File: config.mk
export PLATFORM = sky130hd
export DESIGN_NAME = amp_enable_register_block_unit_flat
export DESIGN_NICKNAME = d
export VERILOG_FILES = /design/src/rtl/aerb_pkg.sv /design/src/rtl/aerb_in_if.sv /design/src/rtl/aerb_out_if.sv /design/src/rtl/aerb_cfg_if.sv /design/src/rtl/amp_enable_register_block_unit.sv /design/src/rtl/aerb_in_stage.sv /design/src/rtl/aerb_core.sv /design/src/rtl/aerb_out_stage.sv /design/src/flat_wrapper.sv
export SDC_FILE = /design/constraint.sdc
export NUM_CORES = 1
export LEC_CHECK = 0
export BUFFER_PORTS_ARGS = -buffer_cell sky130_fd_sc_hd__buf_2
export CELL_PAD_IN_SITES_DETAIL_PLACEMENT = 1
export CELL_PAD_IN_SITES_GLOBAL_PLACEMENT = 1
export CORE_ASPECT_RATIO = 0.75
export CORE_MARGIN = 10
export CORE_UTILIZATION = 35
export DETAILED_ROUTE_END_ITERATION = 10
export HOLD_SLACK_MARGIN = 0.08
export PLACE_DENSITY_LB_ADDON = 0.25
export RECOVER_POWER = 50
export SLEW_MARGIN = 20
export SYNTH_ARGS = -nofsm -noshare
export SYNTH_HDL_FRONTEND = slang
export SYNTH_SLANG_ARGS = --single-unit
File: constraint.sdc
create_clock -name clk_i -period 5.6 [get_ports clk_i]
set_input_delay 0 -clock clk_i [delete_from_list [all_inputs] [get_ports clk_i]]
set_output_delay 0 -clock clk_i [all_outputs]
set_load 0.05 [all_outputs]
File: src/rtl/aerb_pkg.sv
package aerb_pkg;

  localparam int unsigned NumAxesDef = 4;
  localparam int unsigned CmdW       = 4;
  localparam int unsigned AxisW      = 2;
  localparam int unsigned DataW      = 32;
  localparam int unsigned BoardIdW   = 4;
  localparam int unsigned DacW       = 16;
  localparam int unsigned PreloadW   = 24;
  localparam int unsigned BoardIdPos = 24;
  localparam int unsigned AmpMaskPos = 8;

  localparam logic [DataW-1:0] DefaultBoardWord = 32'h4008_0000;
  localparam logic [DataW-1:0] PwrMask          = 32'h0008_0000;
  localparam logic [DataW-1:0] PwrBit           = 32'h0004_0000;
  localparam logic [DataW-1:0] RelayMask        = 32'h0002_0000;
  localparam logic [DataW-1:0] RelayBit         = 32'h0001_0000;
  localparam logic [DataW-1:0] RelayFb          = 32'h0002_0000;
  localparam logic [DataW-1:0] EnReqBit         = 32'h1000_0000;
  localparam logic [DataW-1:0] EnMaskBit        = 32'h2000_0000;
  localparam logic [DataW-1:0] ValidBit         = 32'h8000_0000;
  localparam logic [DataW-1:0] DacMask          = 32'h0000_ffff;
  localparam logic [DataW-1:0] PreloadMask      = 32'h00ff_ffff;
  localparam logic [DacW-1:0]  DacMid           = 16'h8000;

  typedef enum logic [CmdW-1:0] {
    CmdWrStatus     = 4'd0,
    CmdWrAxisCtrl   = 4'd1,
    CmdWrMotor      = 4'd2,
    CmdWrCtrl       = 4'd3,
    CmdWrPreload    = 4'd4,
    CmdRdStatus     = 4'd5,
    CmdRdMotorStat  = 4'd6,
    CmdRdDac        = 4'd7,
    CmdRdPreload    = 4'd8
  } cmd_e;

  typedef struct packed {
    logic [CmdW-1:0]  cmd;
    logic [AxisW-1:0] axis;
    logic [DataW-1:0] data_in;
  } item_t;

endpackage

File: src/rtl/aerb_in_if.sv
interface aerb_in_if;
  import aerb_pkg::*;

  logic             valid;
  logic             ready;
  logic [CmdW-1:0]  cmd;
  logic [AxisW-1:0] axis;
  logic [DataW-1:0] data_in;

  modport source (output valid, output cmd, output axis, output data_in, input ready);
  modport sink (input valid, input cmd, input axis, input data_in, output ready);
endinterface

File: src/rtl/aerb_out_if.sv
interface aerb_out_if;
  import aerb_pkg::*;

  logic             valid;
  logic             ready;
  logic [DataW-1:0] read_data;

  modport source (output valid, output read_data, input ready);
  modport sink (input valid, input read_data, output ready);
endinterface

File: src/rtl/aerb_cfg_if.sv
interface aerb_cfg_if;
  import aerb_pkg::*;

  logic                valid;
  logic                ready;
  logic [BoardIdW-1:0] slot_id;

  modport source (output valid, output slot_id, input ready);
  modport sink (input valid, input slot_id, output ready);
endinterface

File: src/rtl/amp_enable_register_block_unit.sv
// Register block of a four-axis motor amplifier board. Each input beat is one bus command
// (cmd, axis, data_in) and gives exactly one output beat: the read quadlet for reads, zero
// for writes. A new command is taken every cycle unless the output side stalls; the result
// passes from the input register through command decode and state update into the result
// register, and stalls on the output side back up one stage at a time. The slot id register
// is written through the cfg port, which is always ready, and should only change while no
// command is in flight. An amplifier is on only when its request, power enable and relay
// are all set; a zero status word is filled with the default board word on a status write
// or status read.
module amp_enable_register_block_unit #(
  parameter int unsigned NumAxes = aerb_pkg::NumAxesDef
) (
  input  logic              clk_i,
  input  logic              rst_ni,
  aerb_in_if.sink           in_i,
  aerb_out_if.source        out_o,
  aerb_cfg_if.sink          cfg_i
);
  import aerb_pkg::*;

  item_t            in_item, stage_item;
  logic             stage_valid, take, step;
  logic [DataW-1:0] result;

  assign in_item.cmd     = in_i.cmd;
  assign in_item.axis    = in_i.axis;
  assign in_item.data_in = in_i.data_in;
  assign step            = stage_valid && take;
  assign cfg_i.ready     = 1'b1;

  aerb_in_stage u_in_stage (
    .clk_i   (clk_i),
    .rst_ni  (rst_ni),
    .valid_i (in_i.valid),
    .ready_o (in_i.ready),
    .item_i  (in_item),
    .valid_o (stage_valid),
    .take_i  (take),
    .item_o  (stage_item)
  );

  aerb_core #(
    .NumAxes (NumAxes)
  ) u_core (
    .clk_i         (clk_i),
    .rst_ni        (rst_ni),
    .cfg_we_i      (cfg_i.valid),
    .cfg_slot_id_i (cfg_i.slot_id),
    .step_i        (step),
    .item_i        (stage_item),
    .result_o      (result)
  );

  aerb_out_stage u_out_stage (
    .clk_i   (clk_i),
    .rst_ni  (rst_ni),
    .load_i  (step),
    .data_i  (result),
    .space_o (take),
    .valid_o (out_o.valid),
    .ready_i (out_o.ready),
    .data_o  (out_o.read_data)
  );

endmodule

File: src/rtl/aerb_in_stage.sv
module aerb_in_stage (
  input  logic            clk_i,
  input  logic            rst_ni,
  input  logic            valid_i,
  output logic            ready_o,
  input  aerb_pkg::item_t item_i,
  output logic            valid_o,
  input  logic            take_i,
  output aerb_pkg::item_t item_o
);
  import aerb_pkg::*;

  logic  valid_q;
  item_t item_q;

  assign ready_o = !valid_q || take_i;
  assign valid_o = valid_q;
  assign item_o  = item_q;

  always_ff @(posedge clk_i or negedge rst_ni) begin
    if (!rst_ni) begin
      valid_q <= 1'b0;
    end else if (ready_o) begin
      valid_q <= valid_i;
    end
  end

  always_ff @(posedge clk_i) begin
    if (ready_o && valid_i) begin
      item_q <= item_i;
    end
  end

endmodule

File: src/rtl/aerb_core.sv
module aerb_core #(
  parameter int unsigned NumAxes = aerb_pkg::NumAxesDef
) (
  input  logic                          clk_i,
  input  logic                          rst_ni,
  input  logic                          cfg_we_i,
  input  logic [aerb_pkg::BoardIdW-1:0] cfg_slot_id_i,
  input  logic                          step_i,
  input  aerb_pkg::item_t               item_i,
  output logic [aerb_pkg::DataW-1:0]    result_o
);
  import aerb_pkg::*;

  logic [BoardIdW-1:0] slot_id_q;
  logic [DataW-1:0]    status_q, status_d, filled;
  logic [NumAxes-1:0]  req_q, req_d, on_q, on_d;
  logic [DacW-1:0]     dac_q [NumAxes];
  logic [DacW-1:0]     dac_d [NumAxes];
  logic [PreloadW-1:0] pre_q [NumAxes];
  logic [PreloadW-1:0] pre_d [NumAxes];
  logic [DataW-1:0]    d;

  function automatic logic [DataW-1:0] power_relay(input logic [DataW-1:0] s,
                                                    input logic [DataW-1:0] w);
    logic [DataW-1:0] r;
    r = s;
    if ((w & PwrMask) != '0) begin
      r = ((w & PwrBit) != '0) ? (r | PwrBit) : (r & ~PwrBit);
    end
    if ((w & RelayMask) != '0) begin
      r = ((w & RelayBit) != '0) ? (r | RelayBit | RelayFb) : (r & ~(RelayBit | RelayFb));
    end
    return r;
  endfunction

  function automatic logic amp_on(input logic req, input logic [DataW-1:0] s);
    return req && ((s & PwrBit) != '0) && ((s & RelayBit) != '0);
  endfunction

  assign d = item_i.data_in;

  always_comb begin
    filled   = (status_q == '0) ?
               (DefaultBoardWord | (DataW'(slot_id_q) << BoardIdPos)) : status_q;
    status_d = status_q;
    req_d    = req_q;
    on_d     = on_q;
    dac_d    = dac_q;
    pre_d    = pre_q;
    result_o = '0;
    case (item_i.cmd)
      CmdWrStatus: begin
        status_d = power_relay(filled, d);
        for (int a = 0; a < NumAxes; a++) begin
          if (d[AmpMaskPos + a]) begin
            req_d[a]    = d[0];
            status_d[a] = d[0];
          end
        end
        for (int a = 0; a < NumAxes; a++) begin
          on_d[a] = amp_on(req_d[a], status_d);
        end
      end
      CmdWrAxisCtrl, CmdWrMotor: begin
        for (int a = 0; a < NumAxes; a++) begin
          if (item_i.axis == AxisW'(a)) begin
            if (item_i.cmd == CmdWrMotor && (d & ValidBit) != '0) begin
              dac_d[a] = DacW'(d & DacMask);
            end
            if ((d & EnMaskBit) != '0) begin
              req_d[a]    = (d & EnReqBit) != '0;
              status_d[a] = (d & EnReqBit) != '0;
              on_d[a]     = amp_on(req_d[a], status_d);
            end
          end
        end
      end
      CmdWrCtrl: begin
        status_d = power_relay(status_q, d);
        for (int a = 0; a < NumAxes; a++) begin
          on_d[a] = amp_on(req_q[a], status_d);
        end
      end
      CmdWrPreload: begin
        for (int a = 0; a < NumAxes; a++) begin
          if (item_i.axis == AxisW'(a)) begin
            pre_d[a] = PreloadW'(d & PreloadMask);
          end
        end
      end
      CmdRdStatus: begin
        status_d = filled;
        result_o = filled;
      end
      CmdRdMotorStat: begin
        for (int a = 0; a < NumAxes; a++) begin
          if (item_i.axis == AxisW'(a)) begin
            result_o = (req_q[a] ? EnReqBit : '0) | (on_q[a] ? EnMaskBit : '0);
          end
        end
      end
      CmdRdDac: begin
        for (int a = 0; a < NumAxes; a++) begin
          if (item_i.axis == AxisW'(a)) begin
            result_o = DataW'(dac_q[a]);
          end
        end
      end
      CmdRdPreload: begin
        for (int a = 0; a < NumAxes; a++) begin
          if (item_i.axis == AxisW'(a)) begin
            result_o = DataW'(pre_q[a]);
          end
        end
      end
      default: begin
        result_o = '0;
      end
    endcase
  end

  always_ff @(posedge clk_i or negedge rst_ni) begin
    if (!rst_ni) begin
      slot_id_q <= '0;
      status_q  <= '0;
      req_q     <= '0;
      on_q      <= '0;
      for (int a = 0; a < NumAxes; a++) begin
        dac_q[a] <= DacMid;
        pre_q[a] <= '0;
      end
    end else begin
      if (cfg_we_i) begin
        slot_id_q <= cfg_slot_id_i;
      end
      if (step_i) begin
        status_q <= status_d;
        req_q    <= req_d;
        on_q     <= on_d;
        dac_q    <= dac_d;
        pre_q    <= pre_d;
      end
    end
  end

  // amplifier is never on without its own request
  assert property (@(posedge clk_i) disable iff (!rst_ni) (on_q & ~req_q) == '0)
    else $error("amp on without request");

  // any amplifier on needs power and relay
  assert property (@(posedge clk_i) disable iff (!rst_ni)
    (on_q != '0) |-> ((status_q & PwrBit) != '0 && (status_q & RelayBit) != '0))
    else $error("amp on without power and relay");

  // low status bits mirror the requests
  assert property (@(posedge clk_i) disable iff (!rst_ni)
    status_q[NumAxes-1:0] == req_q)
    else $error("status request mirror out of step");

  // relay feedback tracks relay
  assert property (@(posedge clk_i) disable iff (!rst_ni)
    ((status_q & RelayFb) != '0) == ((status_q & RelayBit) != '0))
    else $error("relay feedback mismatch");

endmodule

File: src/rtl/aerb_out_stage.sv
module aerb_out_stage (
  input  logic                       clk_i,
  input  logic                       rst_ni,
  input  logic                       load_i,
  input  logic [aerb_pkg::DataW-1:0] data_i,
  output logic                       space_o,
  output logic                       valid_o,
  input  logic                       ready_i,
  output logic [aerb_pkg::DataW-1:0] data_o
);
  import aerb_pkg::*;

  logic             valid_q;
  logic [DataW-1:0] data_q;

  assign space_o = !valid_q || ready_i;
  assign valid_o = valid_q;
  assign data_o  = data_q;

  always_ff @(posedge clk_i or negedge rst_ni) begin
    if (!rst_ni) begin
      valid_q <= 1'b0;
    end else if (space_o) begin
      valid_q <= load_i;
    end
  end

  always_ff @(posedge clk_i) begin
    if (load_i) begin
      data_q <= data_i;
    end
  end

endmodule
File: src/flat_wrapper.sv
// flat-port wrapper written by rule: the top's interface ports become plain ports
module amp_enable_register_block_unit_flat import aerb_pkg::*;
#(
  parameter int unsigned NumAxes = aerb_pkg::NumAxesDef
)
  (clk_i, rst_ni, in_i_valid, in_i_cmd, in_i_axis, in_i_data_in, in_i_ready, out_o_valid, out_o_read_data, out_o_ready, cfg_i_valid, cfg_i_slot_id, cfg_i_ready);
  aerb_in_if in_i_i ();
  aerb_out_if out_o_i ();
  aerb_cfg_if cfg_i_i ();
  input  logic clk_i;
  input  logic rst_ni;
  input wire logic [$bits(in_i_i.valid)-1:0] in_i_valid;
  input wire logic [$bits(in_i_i.cmd)-1:0] in_i_cmd;
  input wire logic [$bits(in_i_i.axis)-1:0] in_i_axis;
  input wire logic [$bits(in_i_i.data_in)-1:0] in_i_data_in;
  output wire logic [$bits(in_i_i.ready)-1:0] in_i_ready;
  output wire logic [$bits(out_o_i.valid)-1:0] out_o_valid;
  output wire logic [$bits(out_o_i.read_data)-1:0] out_o_read_data;
  input wire logic [$bits(out_o_i.ready)-1:0] out_o_ready;
  input wire logic [$bits(cfg_i_i.valid)-1:0] cfg_i_valid;
  input wire logic [$bits(cfg_i_i.slot_id)-1:0] cfg_i_slot_id;
  output wire logic [$bits(cfg_i_i.ready)-1:0] cfg_i_ready;
  assign in_i_i.valid = in_i_valid;
  assign in_i_i.cmd = in_i_cmd;
  assign in_i_i.axis = in_i_axis;
  assign in_i_i.data_in = in_i_data_in;
  assign in_i_ready = in_i_i.ready;
  assign out_o_valid = out_o_i.valid;
  assign out_o_read_data = out_o_i.read_data;
  assign out_o_i.ready = out_o_ready;
  assign cfg_i_i.valid = cfg_i_valid;
  assign cfg_i_i.slot_id = cfg_i_slot_id;
  assign cfg_i_ready = cfg_i_i.ready;
  amp_enable_register_block_unit #(.NumAxes(NumAxes)) u_core (.clk_i(clk_i), .rst_ni(rst_ni), .in_i(in_i_i), .out_o(out_o_i), .cfg_i(cfg_i_i));
endmodule
==> impl_results.md <==
* Status: finished, violations left
* Failing checks: capacitance limit, slew limit
* Fill count at 3370
* Clk Latency, worst-skew pair at about 0.57 ns
* DP HPWL at 17400 um
* Register-to-register setup slack at 2.88 ns
* Worst Max-Slew Pin Slew at 2.71 ns
* Library cells used by synthesis at 63
* Maxcap violations at 1
* Post-Route Setup TNS at 0 ns
* First-pass GRT wire length at 46200 um
* Syn Nets at 801
* Drc violations at 0
* Final hold vios at 0
* Largest net degree at the start of global routing at between 100 and 150
* Leakage power at between 6 and 7 nW
* Fin nets at 899
* R2r startpoint: u_core.u_in_stage.item_o[34]
* TritonCTS clock tree: built
* RSZ-0062 raised after global routing: false
* Post-route minimum period at between 3 and 4 ns
* Syn Inst Count at 754
* Initial core utilization at 0.353
* Vias per cell at 5.10
* Cell area power density at 348 nW/um2
* Setup Crit Path Kind: input pin to asynchronous set/reset pin
* Crit start category: input pin
* Top-area cell type share of the netlist area at 0.429
* Max-slew violation count at 105
* Syn_area_per_cell at 15.6 um2
* Fmax at between 300 and 400 MHz
* Main flop type after synthesis: dfrtp_1
* Top-count cell post-synth: dfrtp_1
* Htree depth at 1
* Total Power at 0.00480 W
* Final worst path period share at 0.583
* Worst Skew at 0.0115 ns
* Slew Limit Headroom at -0.804
* Area growth syn-to-layout at 17.0%
* Avg WL per Cell at 22.4 um
* CP Data Required Time at 6.05 ns
* R2r endpoint: u_core.u_core.pre_q[82]
* Final GP Congestion at 0.789
* Number of top-level pins at 82
* DRT Wirelength at 29600 um
* Register area share after synthesis at 0.603
* Post-CTS sizing at 0
* Post-route ant nets at 0
* Die H at around 180 um
* IO Port Bufs at 75
* Synth top area cells: dfrtp_1 43%, edfxtp_1 17%, mux2_2 9.5%
* Clock transition at path regs at 0.06 ns
* Post-synthesis register bit count at 271
* Most frequent cells after synthesis: 202 x dfrtp_1, 99 x mux2_2, 65 x edfxtp_1
* DR vias at 6755
* Peak VDD IR at 0.000203 V
* Worst Path Arrival at 3.72 ns
* Yosys top cell by area: dfrtp_1
* GRT overflow at 0
* Final setup fails at 0
* Hold buffers post-CTS at 45
* Core Region at 33400 um2
* Die width at 232 um
* Share of cells above drive strength 1 at 0.313
* CP endpoint kind: asynchronous set/reset pin
* Hold crit path type: input pin to flop
* Syn. warnings at 0
* Vias in the first global route at 7403
* CTS Buf Count at 29
* Post-CTS Setup Repair Bufs at 0
* CTS Sinks at 271
* Post-Synthesis Cell Area at about 12000 um2
* DRT iter0 DRCs at 349
* Initial antenna violation count at 0
* Number of synthesized flops with an enable pin at 65
* Pre-antenna DRT Iters at 4
* Root Buffer: clkbuf_16
* Total GRT Usage at 0.145
* CTS Buffer Depth at 3
* Worst Setup EP: u_core.u_core.dac_q[42]
* Reg2Reg Depth at 4
* Die ar. at 41500 um2
* Ant diodes at 0
* Async set-reset flop share out of synthesis at 0.760
* Critical path origin: rst_ni
* CP max FO at 104
* Std cell rows at 58
state kept, by name, indices dropped and copies added, names as in the netlist:
name                        cells
u_core.u_core.on_q              4
u_core.u_core.slot_id_q         4
u_core.u_out_stage.valid_o      1
u_core.u_core.req_q             4
u_core.u_out_stage.data_o      32
u_core.u_in_stage.valid_o       1
u_core.u_in_stage.item_o       33
u_core.u_core.dac_q            64
u_core.u_core.pre_q            96
u_core.u_core.status_q         32
cells in the final DEF, fill, tap and decap left out, types with 3 or more instances in the layout:
cell	count
dfrtp_1	202
mux2_2	99
edfxtp_1	65
mux2_1	60
dlygate4sd3_1	45
mux4_2	42
clkbuf_1	40
buf_2	38
clkbuf_16	29
nor2b_1	20
a21oi_1	18
nor2_1	17
a221o_1	17
nand2_1	16
a22o_1	11
o21ai_0	10
mux2_4	10
clkinv_2	10
nor4_1	8
nand2b_1	7
mux2i_1	6
o22ai_1	6
buf_4	6
nand3b_1	5
inv_1	4
nor2_4	4
nand3_1	4
a31o_2	4
nor3_1	4
clkinv_1	4
dfstp_2	4
a221oi_1	3
a211oi_1	3
clkbuf_2	3
power by group:
group          internal [W]  leakage (nW)  switching, W
Sequential          0.00224          3.40      0.000155
Combinational      0.000282          2.17      0.000294
Clock               0.00101         0.446      0.000823
Total               0.00353          6.01       0.00127
area by class of cell:
type / instances / area [um2] / share of cell area
sequential: 271 / 7110 / 0.516
multi-input combinational: 417 / 4340 / 0.315
timing repair buffer: 129 / 856 / 0.0621
clock buffer: 33 / 741 / 0.0537
tap: 450 / 563 / 0.0408
clock inverter: 21 / 159 / 0.0115
inverter: 4 / 15.0 / 0.00109
kinds of logic (layout without fill, tap and decap cells):
group | Yosys count | after routing | synth area share
buf+inv | 66 | 187 | 0.0296
compound gates | 88 | 88 | 0.0566
simple gates | 108 | 108 | 0.0576
xor+xnor | 2 | 2 | 0.00149
other cells | 1 | 1 | 0.000318
mux | 217 | 217 | 0.250
flops | 271 | 271 | 0.603
fa+ha+maj | 1 | 1 | 0.000849
metrics by stage:
step	cells	hold slack, ns	cell area (um2)	util	setup slack, ns
after floorplan	754	-0.296	11800	-	2.84
after global placement	1226	0.178	12500	0.374	2.93
after detailed placement	1226	0.178	12500	0.374	2.91
after CTS	1325	0.110	13800	0.415	2.89
after global routing	1325	0.124	13800	0.413	1.58
final	1325	0.132	13800	0.413	2.33
per-layer routing:
metal  track usage  wire [um]  up-vias
met5             0          0        -
met4        0.0288        469        0
met3        0.0253       1110       31
met2         0.228      13500      117
met1         0.207      14500     3566
li1              -          -     3041
critical path, stage by stage:
cell and delay [ns]:
dlygate4sd3_1 0.52, clkbuf_2 1.85, clkbuf_2 1.27
how the worst min path moves through the flow:
stage                     start                           end  cells past startpoint
3_5_place_dp   in_i_data_in[28]  u_core.u_in_stage.item_o[28]                      1
4_1_cts         in_i_data_in[2]   u_core.u_in_stage.item_o[2]                      2
2_1_floorplan            rst_ni        u_core.u_core.dac_q[0]                      0
3_3_place_gp             rst_ni       u_core.u_core.pre_q[77]                      1
5_1_grt        in_i_data_in[21]  u_core.u_in_stage.item_o[21]                      2
6_report        in_i_data_in[2]   u_core.u_in_stage.item_o[2]                      2
No activity file was read; power rests on OpenSTA's default activity.
